**src/rtl/scds_pkg.sv**
```systemverilog
`timescale 1ns / 1ps
`default_nettype none

package scds_pkg;

  localparam int SrcW    = 32;
  localparam int RateW   = 32;
  localparam int StW     = 2;
  localparam int PreW    = 8;
  localparam int DivW    = 8;
  localparam int PreIdxW = 7;             // prescale = 2 * index, index 1..127
  localparam int ProdW   = 48;            // widest compare product
  localparam int MpW     = 40;            // (rate + 1) * prescale
  localparam int CntW    = 3;

  localparam logic [15:0] SLOW_LIMIT = 16'(244 * 246);
  localparam logic [SrcW-1:0] SRC_RESET = 32'd1;

  typedef enum logic [StW-1:0] {
    ST_FOUND    = 2'd0,
    ST_TOO_SLOW = 2'd1,
    ST_NO_PAIR  = 2'd2
  } status_t;

  typedef enum logic [2:0] {
    S_IDLE,
    S_SLOW,
    S_PRE,
    S_MP,
    S_DIV,
    S_EMIT
  } state_t;

  typedef struct packed {
    logic            load;
    logic            pre_step;
    logic            mp_load;
    logic            div_step;
    logic            emit;
    logic [CntW-1:0] step_bit;
    status_t         emit_status;
  } cmd_t;

  typedef struct packed {
    logic too_slow;
    logic no_pair;
  } sts_t;

endpackage

`default_nettype wire

```
**src/rtl/scds_ctrl.sv**
```systemverilog
`timescale 1ns / 1ps
`default_nettype none

module scds_ctrl (
  input  wire logic          clk,
  input  wire logic          rst_n,
  input  wire logic          in_valid,
  output logic               in_ready,
  output logic               out_valid,
  input  wire logic          out_ready,
  input  wire scds_pkg::sts_t sts,
  output scds_pkg::cmd_t     cmd
);

  scds_pkg::state_t                  state_r, state_nxt;
  logic [scds_pkg::CntW-1:0]         cnt_r, cnt_nxt;
  scds_pkg::status_t                 st_r, st_nxt;
  logic                              out_valid_r, out_valid_nxt;
  logic                              out_free;

  assign out_free  = !out_valid_r || out_ready;
  assign out_valid = out_valid_r;

  always_ff @(posedge clk) begin
    if (!rst_n) begin
      state_r     <= scds_pkg::S_IDLE;
      cnt_r       <= '0;
      st_r        <= scds_pkg::ST_FOUND;
      out_valid_r <= 1'b0;
    end else begin
      state_r     <= state_nxt;
      cnt_r       <= cnt_nxt;
      st_r        <= st_nxt;
      out_valid_r <= out_valid_nxt;
    end
  end

  // next state
  always_comb begin
    state_nxt = state_r;
    cnt_nxt   = cnt_r;
    st_nxt    = st_r;
    case (state_r)
      scds_pkg::S_IDLE: begin
        if (in_valid) begin
          state_nxt = scds_pkg::S_SLOW;
        end
      end
      scds_pkg::S_SLOW: begin
        if (sts.too_slow) begin
          st_nxt    = scds_pkg::ST_TOO_SLOW;
          state_nxt = scds_pkg::S_EMIT;
        end else begin
          cnt_nxt   = 3'(scds_pkg::PreIdxW - 1);
          state_nxt = scds_pkg::S_PRE;
        end
      end
      scds_pkg::S_PRE: begin
        cnt_nxt = cnt_r - 3'd1;
        if (cnt_r == '0) begin
          state_nxt = scds_pkg::S_MP;
        end
      end
      scds_pkg::S_MP: begin
        if (sts.no_pair) begin
          st_nxt    = scds_pkg::ST_NO_PAIR;
          state_nxt = scds_pkg::S_EMIT;
        end else begin
          cnt_nxt   = 3'(scds_pkg::DivW - 1);
          state_nxt = scds_pkg::S_DIV;
        end
      end
      scds_pkg::S_DIV: begin
        cnt_nxt = cnt_r - 3'd1;
        if (cnt_r == '0) begin
          st_nxt    = scds_pkg::ST_FOUND;
          state_nxt = scds_pkg::S_EMIT;
        end
      end
      scds_pkg::S_EMIT: begin
        if (out_free) begin
          state_nxt = scds_pkg::S_IDLE;
        end
      end
      default: begin
        state_nxt = scds_pkg::S_IDLE;
      end
    endcase
  end

  // outputs
  always_comb begin
    cmd             = '0;
    cmd.step_bit    = cnt_r;
    cmd.emit_status = st_r;
    in_ready        = 1'b0;
    case (state_r)
      scds_pkg::S_IDLE: begin
        in_ready = 1'b1;
        cmd.load = in_valid;
      end
      scds_pkg::S_PRE:  cmd.pre_step = 1'b1;
      scds_pkg::S_MP:   cmd.mp_load  = !sts.no_pair;
      scds_pkg::S_DIV:  cmd.div_step = 1'b1;
      scds_pkg::S_EMIT: cmd.emit     = out_free;
      default: begin
        cmd = '0;
      end
    endcase
    out_valid_nxt = cmd.emit || (out_valid_r && !out_ready);
  end

endmodule

`default_nettype wire

```
**src/rtl/scds_dp.sv**
```systemverilog
`timescale 1ns / 1ps
`default_nettype none

module scds_dp (
  input  wire logic                          clk,
  input  wire logic                          rst_n,
  input  wire logic                          cfg_we,
  input  wire logic [scds_pkg::SrcW-1:0]     cfg_data,
  input  wire logic [scds_pkg::RateW-1:0]    requested_rate,
  input  wire scds_pkg::cmd_t                cmd,
  output scds_pkg::sts_t                     sts,
  output logic [scds_pkg::StW-1:0]           status,
  output logic [scds_pkg::PreW-1:0]          prescale,
  output logic [scds_pkg::DivW-1:0]          serial_rate_divisor
);

  logic [scds_pkg::SrcW-1:0]    src_r;
  logic [scds_pkg::RateW-1:0]   m_r;      // clamped rate plus one
  logic [scds_pkg::PreIdxW-1:0] kf_r;     // largest failing prescale index
  logic [scds_pkg::MpW-1:0]     mp_r;
  logic [scds_pkg::DivW-1:0]    jf_r;     // largest failing divisor count
  scds_pkg::status_t            status_r;
  logic [scds_pkg::PreW-1:0]    prescale_r;
  logic [scds_pkg::DivW-1:0]    div_r;

  logic [scds_pkg::RateW-1:0]   half_src;
  logic [scds_pkg::RateW-1:0]   hz;
  logic [scds_pkg::ProdW-1:0]   src_ext;
  logic [scds_pkg::ProdW-1:0]   prod_slow;
  logic [scds_pkg::PreIdxW-1:0] k_try;
  logic [scds_pkg::ProdW-1:0]   prod_pre;
  logic                         pre_ok;
  logic [scds_pkg::PreW-1:0]    pre_val;
  logic [scds_pkg::DivW-1:0]    j_try;
  logic [scds_pkg::ProdW-1:0]   prod_div;
  logic                         div_ok;

  assign half_src  = src_r >> 1;
  assign hz        = (requested_rate > half_src) ? half_src : requested_rate;
  assign src_ext   = scds_pkg::ProdW'(src_r);

  // too slow when (hz + 1) * limit <= src, i.e. hz < src / limit
  assign prod_slow = scds_pkg::ProdW'(m_r) * scds_pkg::ProdW'(scds_pkg::SLOW_LIMIT);

  // prescale 2k with divisor 255 fits when src < (hz + 1) * 2k * 256
  assign k_try    = kf_r | (scds_pkg::PreIdxW'(1) << cmd.step_bit);
  assign prod_pre = (scds_pkg::ProdW'(m_r) * scds_pkg::ProdW'(k_try)) << 9;
  assign pre_ok   = src_ext < prod_pre;
  assign pre_val  = {scds_pkg::PreW'(kf_r) + 8'd1} << 1;

  // divisor j - 1 fits when src < (hz + 1) * prescale * j
  assign j_try    = jf_r | (scds_pkg::DivW'(1) << cmd.step_bit);
  assign prod_div = scds_pkg::ProdW'(mp_r) * scds_pkg::ProdW'(j_try);
  assign div_ok   = src_ext < prod_div;

  assign sts.too_slow = prod_slow <= src_ext;
  assign sts.no_pair  = &kf_r;

  always_ff @(posedge clk) begin
    if (!rst_n) begin
      src_r <= scds_pkg::SRC_RESET;
    end else if (cfg_we) begin
      src_r <= cfg_data;
    end
  end

  always_ff @(posedge clk) begin
    if (cmd.load) begin
      m_r  <= hz + 32'd1;
      kf_r <= '0;
      jf_r <= '0;
    end
    if (cmd.pre_step && !pre_ok) begin
      kf_r <= k_try;
    end
    if (cmd.mp_load) begin
      mp_r <= scds_pkg::MpW'(m_r) * scds_pkg::MpW'(pre_val);
    end
    if (cmd.div_step && !div_ok) begin
      jf_r <= j_try;
    end
    if (cmd.emit) begin
      status_r <= cmd.emit_status;
      if (cmd.emit_status == scds_pkg::ST_FOUND) begin
        prescale_r <= pre_val;
        div_r      <= jf_r;
      end else begin
        prescale_r <= '0;
        div_r      <= '0;
      end
    end
  end

  assign status              = status_r;
  assign prescale            = prescale_r;
  assign serial_rate_divisor = div_r;

endmodule

`default_nettype wire

```
**src/rtl/spi_clock_divisor_search.sv**
```systemverilog
`timescale 1ns / 1ps
`default_nettype none

// Channel  Handshake             Payload
// cfg      cfg_valid/cfg_ready   cfg_source_clock (32b source clock, Hz)
// in       in_valid/in_ready     in_requested_rate (32b)
// out      out_valid/out_ready   out_status, out_prescale, out_serial_rate_divisor
//
// One transaction at a time. The prescale is found by a 7-step binary search and
// the divisor by an 8-step one, each step one multiply-compare in the datapath. A
// too-slow request skips both searches, and one with no pair skips the divisor
// search. A result waiting on out_ready does not stop the next request from being
// taken; the next result then waits in the emit state until the output is free.
// Synchronous reset sets the source clock to 1 and empties the output.

module spi_clock_divisor_search (
  input  wire logic                         clk,
  input  wire logic                         rst_n,
  input  wire logic                         cfg_valid,
  output logic                              cfg_ready,
  input  wire logic [scds_pkg::SrcW-1:0]    cfg_source_clock,
  input  wire logic                         in_valid,
  output logic                              in_ready,
  input  wire logic [scds_pkg::RateW-1:0]   in_requested_rate,
  output logic                              out_valid,
  input  wire logic                         out_ready,
  output logic [scds_pkg::StW-1:0]          out_status,
  output logic [scds_pkg::PreW-1:0]         out_prescale,
  output logic [scds_pkg::DivW-1:0]         out_serial_rate_divisor
);

  scds_pkg::cmd_t cmd;
  scds_pkg::sts_t sts;

  assign cfg_ready = 1'b1;

  scds_ctrl u_ctrl (
    .clk       (clk),
    .rst_n     (rst_n),
    .in_valid  (in_valid),
    .in_ready  (in_ready),
    .out_valid (out_valid),
    .out_ready (out_ready),
    .sts       (sts),
    .cmd       (cmd)
  );

  scds_dp u_dp (
    .clk                 (clk),
    .rst_n               (rst_n),
    .cfg_we              (cfg_valid),
    .cfg_data            (cfg_source_clock),
    .requested_rate      (in_requested_rate),
    .cmd                 (cmd),
    .sts                 (sts),
    .status              (out_status),
    .prescale            (out_prescale),
    .serial_rate_divisor (out_serial_rate_divisor)
  );

endmodule

`default_nettype wire

```
**config.mk**
```make
export PLATFORM = sky130hd
export DESIGN_NAME = spi_clock_divisor_search
export DESIGN_NICKNAME = d
export VERILOG_FILES = /design/src/rtl/scds_pkg.sv /design/src/rtl/scds_ctrl.sv /design/src/rtl/scds_dp.sv /design/src/rtl/spi_clock_divisor_search.sv
export SDC_FILE = /design/constraint.sdc
export NUM_CORES = 2
export LEC_CHECK = 0
export BUFFER_PORTS_ARGS = -buffer_cell sky130_fd_sc_hd__buf_2
export CORE_MARGIN = 10
export CORE_UTILIZATION = 50
export DETAILED_ROUTE_END_ITERATION = 6
export PLACE_DENSITY_LB_ADDON = 0.15
export SLEW_MARGIN = 5
export SYNTH_ARGS = -nofsm -noshare
export SYNTH_HDL_FRONTEND = slang
export SYNTH_SLANG_ARGS = --single-unit
export TNS_END_PERCENT = 1
```
**constraint.sdc**
```tcl
create_clock -name clk -period 9.17 [get_ports clk]
set_clock_uncertainty 0.15 [all_clocks]
set_input_delay 1.834 -clock clk [delete_from_list [all_inputs] [get_ports clk]]
set_output_delay 1.834 -clock clk [all_outputs]
set_load 0.02 [all_outputs]
```
* After elaboration in Yosys (flattened, before gate mapping)
Index checks and enable logic that the tools add are counted.
** Word-level totals
- Word-level logic and storage cells :: 90
- Output and inout bits :: 21
- Register bits after elaboration :: 145
- Bits of input ports :: 69
** Cells by class
- Order comparisons :: 4
- Bitwise gates (word level) :: 2
- Multiplexer cells :: 26
- Equality and inequality tests :: 13
- Reduce and logical (&&, ||, !) cells :: 23
- Add/sub/neg operators :: 3
- Shift operators :: 2
- Multiply operators :: 4
** Operators by type and width (number)
- $lt 32x48->1 :: 2
- $mul 32x7->39 :: 2
- $le 48x32->1 :: 1
- $mul 39x8->47 :: 1
- $mul 32x13->45 const B :: 1
- $add 32x1->32 const B :: 1
- $gt 32x31->1 :: 1
- $mux 32 :: 1
- $mux 3 :: 7
- $pmux 3 s6 :: 1
- $mux 8 :: 2
- $mux 7 :: 2
- $pmux 3 s3 :: 1
- $ne 2x1->1 const B :: 4
- $ne 2x2->1 const B :: 4
- $or 8x8->8 :: 1
- $reduce_and 4->1 :: 2
- $shl 1x3->8 const A :: 1
- $add 7x1->7 const B :: 1
- $mux 1 :: 7
- $or 7x7->7 :: 1
- $reduce_and 7->1 :: 1
- $shl 1x3->7 const A :: 1
- $eq 3x2->1 const B :: 2
- other kinds (16) :: 29

* Logic depth before layout (Yosys ltp)
- Word-level depth :: 10
- Gate-level depth with buffers :: 38

* Modules after synthesis
From an unflattened synthesis, not the netlist that was laid out.
** Unflattened totals
- Cells, all modules :: 4627
- Area total of the unflattened synthesis :: 40610.2 sq um
** Modules (own cells, without submodules)
- scds_dp :: area an instance 39892.0 sq um, sequential area each 3733.6 sq um, cells each 4542, times used 1
- scds_ctrl :: area an instance 706.9 sq um, sequential area each 180.2 sq um, cells each 83, times used 1
- spi_clock_divisor_search :: area an instance 11.3 sq um, sequential area each 0.0 sq um, cells each 2, times used 1

* Worst setup path before layout
No wires, ideal clock.
- Path kind :: register to register
- Start point :: reg u_ctrl.state_r[1]
- End point :: reg u_dp.jf_r[0] in the netlist's numbering, enable pin
- Buffers on the path :: 2
- Arrival time :: 7.820 ns
- Period minus slack after synthesis :: 8.298 ns
- Cell stages (with the launch flop) :: 37
- Setup slack :: 0.872 ns
- Cells stage by stage :: dfxtp_1 > nor3b_1 > a21oi_1 > nand2_1 > nor2_1 > or2_2 > clkbuf_1 > nand2_1 > fa_1 > fa_1 > inv_1 > fa_1 > inv_1 > fa_1 > inv_1 > ha_1 > o21a_1 > o21ai_1 > o31ai_4 > o31ai_2 > o22ai_1 > a21boi_0 > o21ai_0 > xnor2_1 > ha_1 > a21oi_1 > nor2b_1 > o21ai_0 > nand2b_1 > a41oi_1 > a311oi_1 > o311ai_0 > nor4_1 > o2111ai_1 > or4_1 > buf_4 > nand2_1
** Between the ends
- Longest elaborated chain between the ends :: 10
- Elaborated cells on any way between the ends :: 16
- Those cells by class :: 1 x mul; 1 x order compare; 4 x eq/ne; 1 x shift; 3 x mux; 1 x bitwise; 5 x reduce/logical
** RTL lines
- start: declaration :: RTL line scds_ctrl.sv:15 : scds_pkg::state_t state_r, state_nxt;
- start signal: assignment :: RTL line scds_ctrl.sv:26 : state_r <= scds_pkg::S_IDLE;
- start signal: assignment :: RTL line scds_ctrl.sv:31 : state_r <= state_nxt;
- $eq 3x2->1, or another cell as far along :: RTL line scds_ctrl.sv:97 : case (state_r)
- $reduce_or 5->1 (no line)
- $mux 5 :: RTL line scds_ctrl.sv:97
- $shl 1x3->8 :: RTL line scds_dp.sv:52 : assign j_try = jf_r | (scds_pkg::DivW'(1) << cmd.step_bit);
- $or 8x8->8 :: RTL line scds_dp.sv:52
- $mul 39x8->47 :: RTL line scds_dp.sv:53 : assign prod_div = scds_pkg::ProdW'(mp_r) * scds_pkg::ProdW'(j_try);
- $lt 32x48->1 :: RTL line scds_dp.sv:54 : assign div_ok = src_ext < prod_div;
- $logic_not 1->1 :: RTL line scds_dp.sv:79 : if (cmd.div_step && !div_ok) begin
- $logic_and 1x1->1 :: RTL line scds_dp.sv:79
- $reduce_bool 2->1 (no line) *
- end signal: assignment :: RTL line scds_dp.sv:80 : jf_r <= j_try;
- end: declaration :: RTL line scds_dp.sv:21 : logic [scds_pkg::DivW-1:0] jf_r;
Mark *: on every way between the ends. The rest lies on a longest branch, timed or not.
A chain may end at the register's enable or synchronous reset.

* Final worst setup path
- Start point :: reg u_dp.m_r[3] in the netlist's numbering
- End point :: reg u_ctrl.cnt_r[1] in the netlist's numbering
** Between the ends
- Longest elaborated chain between the ends :: 4
** RTL lines
- start: declaration :: RTL line scds_dp.sv:18 : logic [scds_pkg::RateW-1:0] m_r;
- start signal: assignment :: RTL line scds_dp.sv:69 : m_r <= hz + 32'd1;
- $mul 32x13->45 :: RTL line scds_dp.sv:43 : assign prod_slow = scds_pkg::ProdW'(m_r) * scds_pkg::ProdW'(scds_pkg::SLOW_LIMIT);
- $le 48x32->1 :: RTL line scds_dp.sv:56 : assign sts.too_slow = prod_slow <= src_ext;
- $ne 2x2->1 (no line)
- $reduce_and 3->1 (no line)
- end signal: assignment :: RTL line scds_ctrl.sv:32 : cnt_r <= cnt_nxt;
- end: declaration :: RTL line scds_ctrl.sv:16 : logic [scds_pkg::CntW-1:0] cnt_r, cnt_nxt;
No other way between the ends.

==> results.sh <==
export IMPL_numCtsBuffers=17
export IMPL_synthArstFlopShare_pct=0
export IMPL_slowest_delay_ns=0.56
export IMPL_row_count=103
export IMPL_cp_slowest_cell="fa_1"
export IMPL_antenna_left=0
export IMPL_area_growth_pct=6.82
export IMPL_firstDrtPassIters=6
export IMPL_cts_hold_buffers=0
export IMPL_synth_nets=5654
export IMPL_post_route_period_util_pct=96.6
export IMPL_grt_usage_pct=25.3
export IMPL_r2r_setup_slack_ns=0.31
export IMPL_drive_gt1_share_pct=6.65
export IMPL_clk_latency_ns=0.47
export IMPL_nFillCells=7343
export IMPL_design_core_area_sq_um=79100
export IMPL_routed_via_density=5.62
export IMPL_crit_path_max_fanout=5
export IMPL_antenna_found_initial=2
export IMPL_htree_num_levels=4
export IMPL_n_antenna_cell=0
export IMPL_cp_top_family="adder cells"
export IMPL_hp_class="reg2reg"
export IMPL_cp_common_cell="fa_1"
export IMPL_syn_area_per_cell_sq_um=8.93
export IMPL_m1WireLength_mm=49.5
export IMPL_syn_area_sq_um=40000
export IMPL_netlist_instances=4485
export IMPL_gr_total_overflow=0
export IMPL_finalSetupViolCount=0
export IMPL_vias=31529
export IMPL_place_port_buffers=87
export IMPL_synth_edf_count=103
export IMPL_wl_per_cell_um=20.2
export IMPL_yosysSeqAreaShare_pct=9.77
export IMPL_drc=0
export IMPL_drv_slew=0
export IMPL_dieArea_sq_um=91800
export IMPL_top_layer="met5"
export IMPL_hpwl_mm=93.4
export IMPL_die_w_um=303
export IMPL_die_y_um=303
export IMPL_pin_count=90
export IMPL_fin_crit_ns=8.86
export IMPL_path_clk_slew_ns=0.07
export IMPL_worst_slew_pin_slew_ns=1.18
export IMPL_crit_type="reg2reg"
export IMPL_finalWeightedCongestion=0.943
export IMPL_outcome="finished, final reports clean"
export IMPL_synth_seq_cells=144
export IMPL_clock_fmax_mhz=113
export IMPL_hold_viol=0
export IMPL_grt_max_degree=63
export IMPL_cts_path_max_buffers=2
export IMPL_path_buf_inv=7
export IMPL_fin_setup_tns_ns=0
export IMPL_synth_ff_type="edfxtp_1"
export IMPL_synth_cell_types=84
export IMPL_start_kind="flip-flop"
export IMPL_cts_tree="built"
export IMPL_max_cap_violations=0
export IMPL_clkSinkCount=144
export IMPL_yosysWarnings=0
export IMPL_drt_iter0_markers=2388
export IMPL_cp_required_ns=9.34
export IMPL_grt_pass1_wl_mm=183
export IMPL_fin_nets=5713
export IMPL_arrival_ns=9.03
export IMPL_max_slew_margin_pct=21.1
export IMPL_drt_total_wl_mm=113
export IMPL_route_met3_wl_mm=5.72
export IMPL_end_kind="flip-flop"
export IMPL_met2_length_mm=54.7
export IMPL_start_util_pct=50.6
export IMPL_cts_root_buf="clkbuf_16"
export IMPL_grt_pass1_vias=32333
[metrics by stage]
| stage | setup slack, ns | utilization, % | hold WS [ns] | area [sq um] | std cells |
|---|---|---|---|---|---|
| CTS | 0.0842 | 53.9 | 0.341 | 42600 | 5600 |
| detailed placement | 0.124 | 53.2 | 0.318 | 42100 | 5568 |
| global route | -0.0813 | 54.1 | 0.378 | 42800 | 5607 |
| floorplan | 0.872 | - | 0.293 | 40000 | 4485 |
| global placement | 0.272 | 53.2 | 0.318 | 42100 | 5568 |
| finish | 0.314 | 54.1 | 0.338 | 42800 | 5607 |
[cell usage after synthesis, types with 30 or more instances]
| cell type | instances | area share (%) |
|---|---|---|
| a21o_1 | 96 | 1.8 |
| a21oi_1 | 199 | 2.5 |
| and2_1 | 384 | 6.0 |
| clkbuf_1 | 152 | 1.4 |
| dfxtp_1 | 41 | 2.0 |
| edfxtp_1 | 103 | 7.7 |
| fa_1 | 692 | 35 |
| ha_1 | 408 | 13 |
| inv_1 | 742 | 7.0 |
| mux2i_1 | 58 | 1.4 |
| nand2_1 | 447 | 4.2 |
| nand2b_1 | 32 | 0.50 |
| nand3_1 | 68 | 0.85 |
| nand4_1 | 49 | 0.77 |
| nor2_1 | 210 | 2.0 |
| nor2b_1 | 66 | 1.0 |
| nor3_1 | 52 | 0.65 |
| nor4_1 | 30 | 0.47 |
| o21a_1 | 42 | 0.79 |
| o21ai_0 | 104 | 1.3 |
| xnor2_1 | 115 | 2.5 |
| xor2_1 | 53 | 1.2 |
[state kept, by name, summed over array words and instances (netlist names)]
register / flops
u_ctrl.state_r: 3
u_ctrl.out_valid: 1
u_dp.status: 2
u_dp.kf_r: 7
u_dp.src_r: 32
u_dp.serial_rate_divisor: 8
u_dp.mp_r: 39
u_dp.prescale: 7
u_ctrl.st_r: 2
u_ctrl.cnt_r: 3
u_dp.jf_r: 8
u_dp.m_r: 32
[tightest hold or removal path, stage by stage, from the launching register on]
cell     delay [ns]
dfxtp_1        0.33
mux2i_1        0.07
nand2_1        0.06
[layer usage]
layer	vias to the layer above	global-route usage, %
li1	14603	-
met1	15911	34.6
met2	860	42.0
met3	151	2.76
met4	4	6.96
met5	-	0
[what timing repair did]
action,4_1_cts,5_1_grt
setup buffers,0,7
resized for setup,0,16
endpoints found under the setup margin,0,31
[cells in the final DEF, fill, tap and decap left out, types with 103 or more instances in the layout]
cell type,synthesis,layout
xnor2_1,115,112
and2_1,384,384
edfxtp_1,103,103
nand2_1,447,446
buf_4,3,115
fa_1,692,692
inv_1,742,742
nor2_1,210,207
o21ai_0,104,104
ha_1,408,408
a21oi_1,199,198
[final timing paths]
path / startpoint / endpoint / cells past startpoint
setup / recovery: u_dp.m_r[3] / u_ctrl.cnt_r[1] / 33
hold / removal: u_dp.src_r[0] / u_dp.src_r[0] / 2
setup reg to reg: u_dp.m_r[3] / u_ctrl.cnt_r[1] / 33
hold reg to reg: u_dp.src_r[0] / u_dp.src_r[0] / 2
[layout make-up]
| cell class | instances | area, sq um | area share (%) |
|---|---|---|---|
| inverters | 742 | 2790 | 6.51 |
| repair buffers | 205 | 1350 | 3.16 |
| flip-flops and latches | 144 | 3910 | 9.15 |
| clock inverters | 14 | 141 | 0.331 |
| well taps | 1050 | 1310 | 3.07 |
| clock buffers | 18 | 430 | 1.01 |
| multi-input cells | 3434 | 32800 | 76.8 |
[logic make-up after synthesis]
| family | count (synthesis) | share of synthesized area, % |
|---|---|---|
| DFF | 144 | 9.77 |
| other | 2 | 0.0188 |
| adders and majority gates | 1100 | 47.3 |
| AOI/OAI and AO/OA | 660 | 10.7 |
| buffers and inverters | 907 | 8.54 |
| and+or+nand+nor | 1437 | 18.2 |
| xor gates and xnor gates | 169 | 3.74 |
| muxes | 66 | 1.67 |
Power is left out: the tool's default activity adds up to more than one toggle a clock period on the data nets, which glitch-free logic cannot reach.
